$ cat config.mk
export PLATFORM = sky130hd
export DESIGN_NAME = hsl_pixel_adjust
export DESIGN_NICKNAME = d
export VERILOG_FILES = /design/src/design/hsl_pkg.sv /design/src/design/hsl_div.sv /design/src/design/hsl_pixel_adjust.sv
export SDC_FILE = /design/constraint.sdc
export NUM_CORES = 2
export LEC_CHECK = 0
export ABC_AREA = 1
export BUFFER_PORTS_ARGS = -buffer_cell sky130_fd_sc_hd__buf_2
export CAP_MARGIN = 20
export CELL_PAD_IN_SITES_DETAIL_PLACEMENT = 2
export CELL_PAD_IN_SITES_GLOBAL_PLACEMENT = 2
export CORE_MARGIN = 8
export CORE_UTILIZATION = 40
export CTS_CLUSTER_SIZE = 25
export DETAILED_ROUTE_END_ITERATION = 8
export PLACE_DENSITY = 0.82
export SYNTH_ARGS = -nofsm -noshare
export SYNTH_HDL_FRONTEND = slang
export SYNTH_SLANG_ARGS = --single-unit
$ cat constraint.sdc
create_clock -name i_clk -period 66.3 [get_ports i_clk]
set_clock_uncertainty 0.2 [all_clocks]
set_input_delay 13.26 -clock i_clk [delete_from_list [all_inputs] [get_ports i_clk]]
set_output_delay 13.26 -clock i_clk [all_outputs]
set_load 0.005 [all_outputs]
$ cat src/design/hsl_pkg.sv
package hsl_pkg;

    localparam int unsigned CH_W      = 8;
    localparam int unsigned HOFF_W    = 10;
    localparam int unsigned SLOFF_W   = 9;
    localparam int unsigned CFG_W     = 10;
    localparam int unsigned DIV_NUM_W = 17;
    localparam int unsigned DIV_Q_W   = 9;
    localparam int unsigned DIV_LAT   = DIV_Q_W;
    localparam int unsigned BACK_LAT  = 5;

    typedef enum logic [1:0] {
        REG_HUE_OFFSET        = 2'd0,
        REG_SATURATION_OFFSET = 2'd1,
        REG_LIGHTNESS_OFFSET  = 2'd2,
        REG_UNUSED            = 2'd3
    } t_reg_idx;

    // one register stage of the restoring divider (each divider instance has its own)
    typedef struct packed {
        logic [CH_W-1:0]      rem;
        logic [DIV_NUM_W-1:0] num;
        logic [CH_W-1:0]      den;
        logic [DIV_Q_W-1:0]   quo;
    } t_div_stage;

endpackage

$ cat src/design/hsl_div.sv
module hsl_div
    import hsl_pkg::*;
(
    input  logic                 i_clk,
    input  logic                 i_en,
    input  logic [DIV_NUM_W-1:0] i_num,
    input  logic [CH_W-1:0]      i_den,
    output logic [DIV_Q_W-1:0]   o_quo
);

    // one quotient bit per stage; caller guarantees num < den * 2**DIV_Q_W
    t_div_stage r_st [DIV_LAT];
    t_div_stage n_st [DIV_LAT];

    always_comb begin
        t_div_stage   v_in;
        logic [CH_W:0] v_t;
        for (int i = 0; i < DIV_LAT; i++) begin
            if (i == 0) begin
                v_in.rem = i_num[DIV_NUM_W-1 -: CH_W];
                v_in.num = i_num;
                v_in.den = i_den;
                v_in.quo = '0;
            end else begin
                v_in = r_st[i-1];
            end
            v_t = {v_in.rem, v_in.num[DIV_Q_W-1-i]};
            n_st[i].num = v_in.num;
            n_st[i].den = v_in.den;
            if (v_t >= {1'b0, v_in.den}) begin
                n_st[i].rem = CH_W'(v_t - {1'b0, v_in.den});
                n_st[i].quo = {v_in.quo[DIV_Q_W-2:0], 1'b1};
            end else begin
                n_st[i].rem = v_t[CH_W-1:0];
                n_st[i].quo = {v_in.quo[DIV_Q_W-2:0], 1'b0};
            end
        end
    end

    always_ff @(posedge i_clk) begin
        if (i_en) begin
            for (int i = 0; i < DIV_LAT; i++) begin
                r_st[i] <= n_st[i];
            end
        end
    end

    assign o_quo = r_st[DIV_LAT-1].quo;

endmodule

$ cat src/design/hsl_pixel_adjust.sv
// hsl_pixel_adjust: hue/saturation/lightness adjust of an rgba pixel stream
//
// s_axis carries one pixel per transaction, m_axis returns the adjusted
// pixel. alpha is copied. the config port writes hue_offset (index 0),
// saturation_offset (1) and lightness_offset (2); write only while no
// pixel is in flight. with all offsets zero the pixel is returned as is.
//
// a pixel passes the forward stage, the two 9-stage hue/saturation
// dividers running side by side, the offset stage, five back-conversion
// stages and the output register. one pixel per clock is sustained while
// the receiver does not stall m_axis.
//
// synchronous reset (i_rst_n low) clears all stage valid bits and the
// offsets. when the receiver holds m_axis_tready low with a result
// pending, the whole pipeline freezes and s_axis_tready drops; nothing
// is lost or repeated.
module hsl_pixel_adjust
    import hsl_pkg::*;
(
    input  logic              i_clk,
    input  logic              i_rst_n,
    input  logic              i_cfg_we,
    input  logic [1:0]        i_cfg_addr,
    input  logic [CFG_W-1:0]  i_cfg_data,
    input  logic              s_axis_tvalid,
    output logic              s_axis_tready,
    input  logic [31:0]       s_axis_tdata,   // red_in, green_in, blue_in, alpha_in
    output logic              m_axis_tvalid,
    input  logic              m_axis_tready,
    output logic [31:0]       m_axis_tdata    // red_out, green_out, blue_out, alpha_out
);

    typedef struct packed {
        logic [31:0]     pix;
        logic            pass;
        logic            c0;
        logic [CH_W-1:0] l;
    } t_side;

    typedef struct packed {
        logic [31:0]     pix;
        logic            pass;
        logic [2:0]      sec;
        logic [5:0]      w;
        logic [CH_W-1:0] s;
        logic [CH_W-1:0] l;
        logic [CH_W-1:0] k;
        logic [15:0]     p;
        logic [CH_W-1:0] c;
        logic [13:0]     xn;
        logic [CH_W-1:0] x;
    } t_back;

    logic signed [HOFF_W-1:0]  r_hoff;
    logic signed [SLOFF_W-1:0] r_soff;
    logic signed [SLOFF_W-1:0] r_loff;

    logic en;

    always_ff @(posedge i_clk) begin
        if (!i_rst_n) begin
            r_hoff <= '0;
            r_soff <= '0;
            r_loff <= '0;
        end else if (i_cfg_we) begin
            unique case (t_reg_idx'(i_cfg_addr))
                REG_HUE_OFFSET:        r_hoff <= i_cfg_data;
                REG_SATURATION_OFFSET: r_soff <= i_cfg_data[SLOFF_W-1:0];
                REG_LIGHTNESS_OFFSET:  r_loff <= i_cfg_data[SLOFF_W-1:0];
                REG_UNUSED:            ;
            endcase
        end
    end

    // ---------------- forward stage ----------------
    logic [CH_W-1:0]      a_r, a_g, a_b, a_mx, a_mn, a_c, a_den;
    logic [CH_W:0]        a_sum;
    logic signed [11:0]   a_t;
    logic [DIV_NUM_W-1:0] n_numh, n_nums;
    t_side                n_sd;

    always_comb begin
        a_r = s_axis_tdata[7:0];
        a_g = s_axis_tdata[15:8];
        a_b = s_axis_tdata[23:16];
        a_mx = (a_r > a_g) ? a_r : a_g;
        a_mn = (a_r < a_g) ? a_r : a_g;
        if (a_b > a_mx) a_mx = a_b;
        if (a_b < a_mn) a_mn = a_b;
        a_c   = a_mx - a_mn;
        a_sum = {1'b0, a_mx} + {1'b0, a_mn};
        a_den = (a_sum > 9'd255) ? CH_W'(9'd510 - a_sum) : a_sum[CH_W-1:0];
        priority if (a_mx == a_r) begin
            a_t = $signed({4'b0, a_g}) - $signed({4'b0, a_b});
            if (a_t < 0) a_t = a_t + $signed(12'(6 * a_c));
        end else if (a_mx == a_g) begin
            a_t = $signed({4'b0, a_b}) - $signed({4'b0, a_r}) + $signed(12'(2 * a_c));
        end else begin
            a_t = $signed({4'b0, a_r}) - $signed({4'b0, a_g}) + $signed(12'(4 * a_c));
        end
        n_numh = DIV_NUM_W'(a_t[10:0] * 17'd60);
        n_nums = DIV_NUM_W'({a_c, 8'b0} - {8'b0, a_c});
        n_sd.pix  = s_axis_tdata;
        n_sd.pass = (r_hoff == '0) && (r_soff == '0) && (r_loff == '0);
        n_sd.c0   = (a_c == '0);
        n_sd.l    = a_sum[CH_W:1];
    end

    logic                 r_va;
    logic [DIV_NUM_W-1:0] r_numh, r_nums;
    logic [CH_W-1:0]      r_denh, r_dens;
    t_side                r_sda;

    always_ff @(posedge i_clk) begin
        if (!i_rst_n) begin
            r_va <= 1'b0;
        end else if (en) begin
            r_va <= s_axis_tvalid;
        end
    end

    always_ff @(posedge i_clk) begin
        if (en) begin
            r_numh <= n_numh;
            r_nums <= n_nums;
            r_denh <= a_c;
            r_dens <= a_den;
            r_sda  <= n_sd;
        end
    end

    // ---------------- dividers ----------------
    logic [DIV_Q_W-1:0] d_qh, d_qs;

    hsl_div u_div_h (
        .i_clk (i_clk),
        .i_en  (en),
        .i_num (r_numh),
        .i_den (r_denh),
        .o_quo (d_qh)
    );

    hsl_div u_div_s (
        .i_clk (i_clk),
        .i_en  (en),
        .i_num (r_nums),
        .i_den (r_dens),
        .o_quo (d_qs)
    );

    logic  r_vd [DIV_LAT];
    t_side r_sdd [DIV_LAT];

    always_ff @(posedge i_clk) begin
        if (!i_rst_n) begin
            for (int i = 0; i < DIV_LAT; i++) r_vd[i] <= 1'b0;
        end else if (en) begin
            r_vd[0] <= r_va;
            for (int i = 1; i < DIV_LAT; i++) r_vd[i] <= r_vd[i-1];
        end
    end

    always_ff @(posedge i_clk) begin
        if (en) begin
            r_sdd[0] <= r_sda;
            for (int i = 1; i < DIV_LAT; i++) r_sdd[i] <= r_sdd[i-1];
        end
    end

    // ---------------- offset stage ----------------
    t_side              o_sd;
    logic [8:0]         o_h0, o_h, o_hm;
    logic [CH_W-1:0]    o_s0;
    logic signed [10:0] o_hv, o_sv, o_lv;
    logic [8:0]         o_lt;
    t_back              n_b0;

    always_comb begin
        o_sd = r_sdd[DIV_LAT-1];
        o_h0 = o_sd.c0 ? '0 : d_qh;
        o_s0 = o_sd.c0 ? '0 : d_qs[CH_W-1:0];
        o_hv = $signed({2'b0, o_h0}) + 11'(r_hoff);
        priority if (o_hv < -11'sd360) o_hv = o_hv + 11'sd720;
        else if (o_hv < 0)              o_hv = o_hv + 11'sd360;
        else if (o_hv >= 11'sd720)      o_hv = o_hv - 11'sd720;
        else if (o_hv >= 11'sd360)      o_hv = o_hv - 11'sd360;
        else                            o_hv = o_hv;
        o_h = o_hv[8:0];
        o_sv = $signed({3'b0, o_s0}) + 11'(r_soff);
        o_lv = $signed({3'b0, o_sd.l}) + 11'(r_loff);
        n_b0 = '0;
        n_b0.pix  = o_sd.pix;
        n_b0.pass = o_sd.pass;
        n_b0.s = (o_sv < 0) ? '0 : (o_sv > 11'sd255) ? 8'd255 : o_sv[7:0];
        n_b0.l = (o_lv < 0) ? '0 : (o_lv > 11'sd255) ? 8'd255 : o_lv[7:0];
        o_lt = {n_b0.l, 1'b0};
        n_b0.k = (o_lt > 9'd255) ? CH_W'(9'd510 - o_lt) : o_lt[CH_W-1:0];
        priority if (o_h < 9'd60)  n_b0.sec = 3'd0;
        else if (o_h < 9'd120)     n_b0.sec = 3'd1;
        else if (o_h < 9'd180)     n_b0.sec = 3'd2;
        else if (o_h < 9'd240)     n_b0.sec = 3'd3;
        else if (o_h < 9'd300)     n_b0.sec = 3'd4;
        else                       n_b0.sec = 3'd5;
        priority if (o_h >= 9'd240) o_hm = o_h - 9'd240;
        else if (o_h >= 9'd120)     o_hm = o_h - 9'd120;
        else                        o_hm = o_h;
        n_b0.w = (o_hm >= 9'd60) ? 6'(9'd120 - o_hm) : 6'(o_hm);
    end

    // ---------------- back conversion ----------------
    logic  r_vb [BACK_LAT];
    t_back r_b  [BACK_LAT];
    t_back n_b  [BACK_LAT];
    logic [31:0] b_q255;
    logic [31:0] b_q15;
    logic [9:0]  b_m, b_vr, b_vg, b_vb;
    logic [CH_W-1:0] b_rr, b_gg, b_bb;

    function automatic logic [CH_W-1:0] chan(input logic [9:0] v, input logic [9:0] m);
        logic [10:0] sum;
        sum = {1'b0, v} + {1'b0, m};
        return (sum[10:1] > 10'd255) ? 8'd255 : sum[8:1];
    endfunction

    always_comb begin
        n_b[0] = n_b0;
        // s * k
        n_b[1]   = r_b[0];
        n_b[1].p = r_b[0].s * r_b[0].k;
        // c = p / 255 by reciprocal
        n_b[2]   = r_b[1];
        b_q255   = r_b[1].p * 32'd32897;
        n_b[2].c = b_q255[30:23];
        // x numerator
        n_b[3]    = r_b[2];
        n_b[3].xn = r_b[2].c * r_b[2].w;
        // x = xn / 60 as (xn / 4) / 15
        n_b[4]   = r_b[3];
        b_q15    = {20'b0, r_b[3].xn[13:2]} * 32'd34953;
        n_b[4].x = b_q15[26:19];
    end

    always_comb begin
        b_rr = '0;
        b_gg = '0;
        b_bb = '0;
        unique case (r_b[4].sec)
            3'd0:    begin b_rr = r_b[4].c; b_gg = r_b[4].x; end
            3'd1:    begin b_rr = r_b[4].x; b_gg = r_b[4].c; end
            3'd2:    begin b_gg = r_b[4].c; b_bb = r_b[4].x; end
            3'd3:    begin b_gg = r_b[4].x; b_bb = r_b[4].c; end
            3'd4:    begin b_rr = r_b[4].x; b_bb = r_b[4].c; end
            default: begin b_rr = r_b[4].c; b_bb = r_b[4].x; end
        endcase
        b_m  = {1'b0, r_b[4].l, 1'b0} - {2'b0, r_b[4].c};
        b_vr = {1'b0, b_rr, 1'b0};
        b_vg = {1'b0, b_gg, 1'b0};
        b_vb = {1'b0, b_bb, 1'b0};
    end

    always_ff @(posedge i_clk) begin
        if (!i_rst_n) begin
            for (int i = 0; i < BACK_LAT; i++) r_vb[i] <= 1'b0;
        end else if (en) begin
            r_vb[0] <= r_vd[DIV_LAT-1];
            for (int i = 1; i < BACK_LAT; i++) r_vb[i] <= r_vb[i-1];
        end
    end

    always_ff @(posedge i_clk) begin
        if (en) begin
            for (int i = 0; i < BACK_LAT; i++) r_b[i] <= n_b[i];
        end
    end

    // ---------------- output register ----------------
    logic        r_vo;
    logic [31:0] r_out;

    always_ff @(posedge i_clk) begin
        if (!i_rst_n) begin
            r_vo <= 1'b0;
        end else if (en) begin
            r_vo <= r_vb[BACK_LAT-1];
        end
    end

    always_ff @(posedge i_clk) begin
        if (en) begin
            if (r_b[4].pass) begin
                r_out <= r_b[4].pix;
            end else begin
                r_out <= {r_b[4].pix[31:24], chan(b_vb, b_m), chan(b_vg, b_m),
                          chan(b_vr, b_m)};
            end
        end
    end

    // whole pipeline advances unless a result waits on a stalled receiver
    assign en            = !r_vo || m_axis_tready;
    assign s_axis_tready = en;
    assign m_axis_tvalid = r_vo;
    assign m_axis_tdata  = r_out;

endmodule

==> After elaboration in Yosys (flattened, before gate mapping) <==
Memory sizes are Yosys's and may differ from the RTL's. A register that Yosys moved wholly into a read port is not among the register bits.
Cells that the tools add are included.
{ "word_totals": {"register_bits": 151, "ram_bits": 1708, "in_bits": 49, "output_inout_bits": 34, "n_memories": 6} }
{ "op_classes": {"addsub": 43, "multipliers": 6, "order_cmp": 44, "eq_ne": 8, "n_mux": 89, "bitwise": 14, "n_reduce_logical": 20} }
{ "memory_table": {"columns": ["name", "words", "word_bits", "rd", "rd_clocked_by_memory_dff", "write_ports", "line", "source"], "rows": [
  ["r_b", 5, 112, 5, 0, 5, "hsl_pixel_adjust.sv:212", "t_back r_b [BACK_LAT];"],
  ["r_sdd", 9, 42, 9, 0, 9, "hsl_pixel_adjust.sv:152", "t_side r_sdd [DIV_LAT];"],
  ["u_div_h.r_st", 9, 42, 9, 0, 9, "hsl_div.sv:12", "t_div_stage r_st [DIV_LAT];"],
  ["u_div_s.r_st", 9, 42, 9, 0, 9, "hsl_div.sv:12", null],
  ["r_vd", 9, 1, 9, 0, 9, "hsl_pixel_adjust.sv:151", "logic r_vd [DIV_LAT];"],
  ["r_vb", 5, 1, 5, 1, 5, "hsl_pixel_adjust.sv:211", "logic r_vb [BACK_LAT];"]
]} }
{ "op_table": {"columns": ["op", "count"], "rows": [
  ["$mux W8", 32],
  ["$ge A9 B8 Y1", 18],
  ["$sub A8 B8 Y8", 19],
  ["$mux W9", 7],
  ["$pmux W8 S2", 3],
  ["$add A9 B10 Y11", 4],
  ["$mux W1", 38],
  ["$mux W11", 3],
  ["$mul A16 B16 Y31 const B", 1],
  ["$gt A10 B8 Y1 const B", 3],
  ["$mul A12 B16 Y27 const B", 1],
  ["$sub A8 B8 Y9", 3],
  ["$mux W24", 1],
  ["$add A9 B11 Y11", 2],
  ["$add A9 B9 Y10", 2],
  ["$gt A10 B9 Y1 const B", 2],
  ["$lt A10 B1 Y1 const B", 2],
  ["$add A9 B9 Y9 const B", 2],
  ["$gt A9 B8 Y1 const B", 2],
  ["$logic_not A9 Y1", 2],
  ["$lt A9 B8 Y1 const B", 2],
  ["$sub A9 B9 Y9 const B", 2],
  ["$sub A16 B8 Y17", 1],
  ["$eq A8 B8 Y1", 2],
  ["other kinds (41)", 70]
]} }

==> Depth between registers and ports, before layout <==
An unclocked memory read counts as a cell.
{ "depth": {"depth_word": 14, "ltp_mapped": 57} }

==> By module <==
A second synthesis with hierarchy kept.
{ "unflattened": {"cells_unflattened": 5504, "area_unflattened_um2": 63312.0} }
{ "modules_own_cells": {"columns": ["module", "instances", "cells_each", "area_each_um2", "seq_area_each_um2"], "rows": [
  ["hsl_pixel_adjust", 1, 3232, 40986.8, 25344.3],
  ["hsl_div at u_div_s", 1, 1136, 11163.2, 6276.0],
  ["hsl_div at u_div_h", 1, 1136, 11162.0, 6276.0]
]} }

==> Least setup slack after synthesis <==
No wires, ideal clock.
{ "synth_timing": {"kind": "input-to-output", "from": "input port m_axis_tready", "to": "output port s_axis_tready", "arrival_time_ns": 36.075, "required_time_ns": 52.840, "slack_ns": 16.765, "stages": 2, "path_buffers": 0, "path_cell_list": "nor2_1 > inv_1"} }
{ "synth_between": {"elab_chain_cells": 1} }
{ "synth_lines": {"columns": ["element", "line", "source"], "rows": [
  ["from (decl)", "hsl_pixel_adjust.sv:29", "input logic m_axis_tready,"],
  ["$logic_or A1 B1 Y1", "hsl_pixel_adjust.sv:300", "assign en = !r_vo || m_axis_tready;"],
  ["to (decl)", "hsl_pixel_adjust.sv:26", "output logic s_axis_tready,"]
]} }
No other way between the ends.

==> Worst setup path in the final report <==
Ends and elaborated chain as after synthesis.

==> results.yml <==
placement:
  placed_area_sq_um: 62200
  io_buffers: 82
  gp_congestion: 0.821
  dp_hpwl_um: 144000
critical_path:
  reg2reg_slack_ps: 59450
  crit_required_ps: 52840
  crit_fanout: 71
  cp.arrival_ps: 14360
  r2r_start: "r_sdd[0][344]"
  r2r_cells: 31
  cp-start-kind: "input port"
  worst_setup_path_end_kind: "output port"
  r2r-end: "r_b[0][75]"
  crit_type: "in2out"
synthesis:
  yosys.area.top_type: "edfxtp_1"
  syn_inst: 4767
  yosys-top-cells-area: "edfxtp_1, ha_1, inv_1"
  synth_top_area_share_pct: 60.8
  synth_area_sq_um: 59400
  async_reset_ff_share_pct: 0
  postSynthRegisterBits: 1232
  synth_warnings: 0
  ys_seq_area_share_pct: 61.8
  synth_edf_count: 1202
  synth_flop_cell: "edfxtp_1"
  syn_nets: 5423
  syn_avg_cell_area_sq_um: 12.5
  synth_cell_types: 65
grt:
  grt_pass1_vias: 44730
  track_usage_pct: 25.5
  overflow: 0
  grt_max_degree: 209
  grt_pass1_wl_um: 305000
  antenna_found_initial: 11
die:
  dieWidth_um: 401
  io_pins: 83
  fp.coreArea_sq_um: 148000
  die-area_sq_um: 161000
  start_util_pct: 40.2
  fp-row-count: 141
  die_h_um: 401
hold_path:
  min_to: "r_b[0][415]"
  hp-class: "reg2reg"
  worstHoldStart: "r_b[0][303]"
  hold_path_depth: 0
timing:
  relSlewSlack_pct: 16.1
  drv_slew: 0
  setup_tns_ps: 0
  final-hold-violation-count: 0
  finalCriticalPeriod_ps: 27820
  finalSetupViolations: 0
  fin_crit_sh_pct: 42.0
  rsz0062_at_grt: "no"
  max_freq_mhz: 36.0
  worst_pin_slew_ps: 1260
  holdWs_ps: 196
route:
  route.vias.total: 39707
  post-route-drc-count: 0
  vias_per_cell: 5.67
  wirelength_um: 220000
  wl_per_cell_um: 31.4
  ant_nets: 0
  first_iter_violations: 2899
  dr.pass1.iters: 5
cells_and_area:
  num-nets-final: 5626
  area_growth_pct: 12.4
  layout-drive-gt1-share_pct: 7.80
  design_area_sq_um: 66800
  final_core_util_pct: 45.2
  fillers: 14574
cts:
  cts_buffer_depth: 3
  cts_resized: 0
  clkLatencyLatePin_ps: 810
  clkSinkCount: 1232
  postCtsHoldBufs: 0
  cts_root_buf: "clkbuf_16"
  clk_pin_slew_worst_paths_ps: 80
  cts_tree: "yes"
  h-tree-depth: 4
  post-cts-setup-buffer-count: 0
  cts_buffers: 140
run_status:
  status: "complete, no violations"
job:
  maxCapViolCount: 0
synth_stat cells, types with 17 or more instances:
library cell	n
nand4_1	27
o21bai_1	30
clkbuf_1	40
nor2_1	364
xnor2_1	70
edfxtp_1	1202
fa_1	116
inv_1	750
or2_2	17
nor3_1	23
o22ai_1	25
nand3_1	122
dfxtp_1	30
nand2_2	22
ha_1	491
xor2_1	188
nand2_1	535
o21ai_0	208
a21oi_1	330
per-layer routing:
| metal | track usage, % | up-vias | routed length (um) |
|---|---|---|---|
| li1 | - | 16798 | - |
| met3 | 4.58 | 873 | 10800 |
| met2 | 47.6 | 1748 | 115000 |
| met4 | 19.2 | 6 | 21500 |
| met5 | 0 | - | 35 |
| met1 | 24.9 | 20282 | 72500 |
sequential cells by signal, summed over array words and instances, names as in the netlist, 5 cells and up:
signal	cells
m_axis_tdata	32
r_b	312
r_denh	7
r_dens	7
r_hoff	10
r_loff	9
r_numh	15
r_nums	17
r_sda	42
r_sdd	378
r_soff	9
r_vb	5
r_vd	9
u_div_h.r_st	186
u_div_s.r_st	192
how the worst max path moves through the flow:
stage	startpoint	end	depth (start not counted)
global route	m_axis_tready	s_axis_tready	4
floorplan	m_axis_tready	s_axis_tready	2
finish	m_axis_tready	s_axis_tready	4
global placement	m_axis_tready	s_axis_tready	4
CTS	m_axis_tready	s_axis_tready	4
detailed placement	m_axis_tready	s_axis_tready	4
layout make-up:
| class | count | area [sq um] | area share, % |
|---|---|---|---|
| inverters | 763 | 2890 | 4.32 |
| diodes | 3 | 7.51 | 0.0112 |
| flip-flops and latches | 1232 | 36700 | 54.9 |
| repair buffers | 109 | 752 | 1.13 |
| clock inverters | 69 | 711 | 1.06 |
| multi-input cells | 2724 | 19700 | 29.5 |
| well taps | 1930 | 2410 | 3.61 |
| clock buffers | 178 | 3660 | 5.47 |
stage by stage:
step	cells	setup WS [ps]
after floorplan	4767	16770
after global placement	6744	38530
after detailed placement	6746	38480
after CTS	6993	38470
after global routing	7006	38440
final	7008	38480
placed cells by master (no fill, tap or decap), types with 15 or more instances in the layout:
| cell | n |
|---|---|
| edfxtp_1 | 1202 |
| nand2_2 | 22 |
| a211oi_1 | 15 |
| xor2_1 | 188 |
| dfxtp_1 | 30 |
| clkinv_2 | 17 |
| inv_1 | 749 |
| a21o_1 | 15 |
| o21ai_0 | 208 |
| or2_2 | 17 |
| nand4_1 | 27 |
| o22ai_1 | 25 |
| clkbuf_1 | 37 |
| nor3_1 | 23 |
| ha_1 | 491 |
| a21oi_1 | 330 |
| buf_2 | 87 |
| fa_1 | 116 |
| xnor2_1 | 70 |
| clkbuf_16 | 140 |
| nand2_1 | 535 |
| nand2_4 | 15 |
| nor2_1 | 364 |
| nand3_1 | 122 |
| o21bai_1 | 30 |
| clkinv_1 | 25 |
worst max-delay path, stage by stage:
cell and delay [ps]:
buf_2 90, nor2_1 340, inv_8 250, buf_2 290
logic make-up after synthesis:
family | synth area share, %
other | 0.00631
xor gates and xnor gates | 3.83
muxes | 0.0337
buffers and inverters | 5.16
and+or+nand+nor | 8.59
DFF | 61.8
AOI/OAI and AO/OA | 6.36
adders and majority gates | 14.2
Power is left out: the tool's default activity adds up to more than one toggle a clock period on the data nets, which glitch-free logic cannot reach.
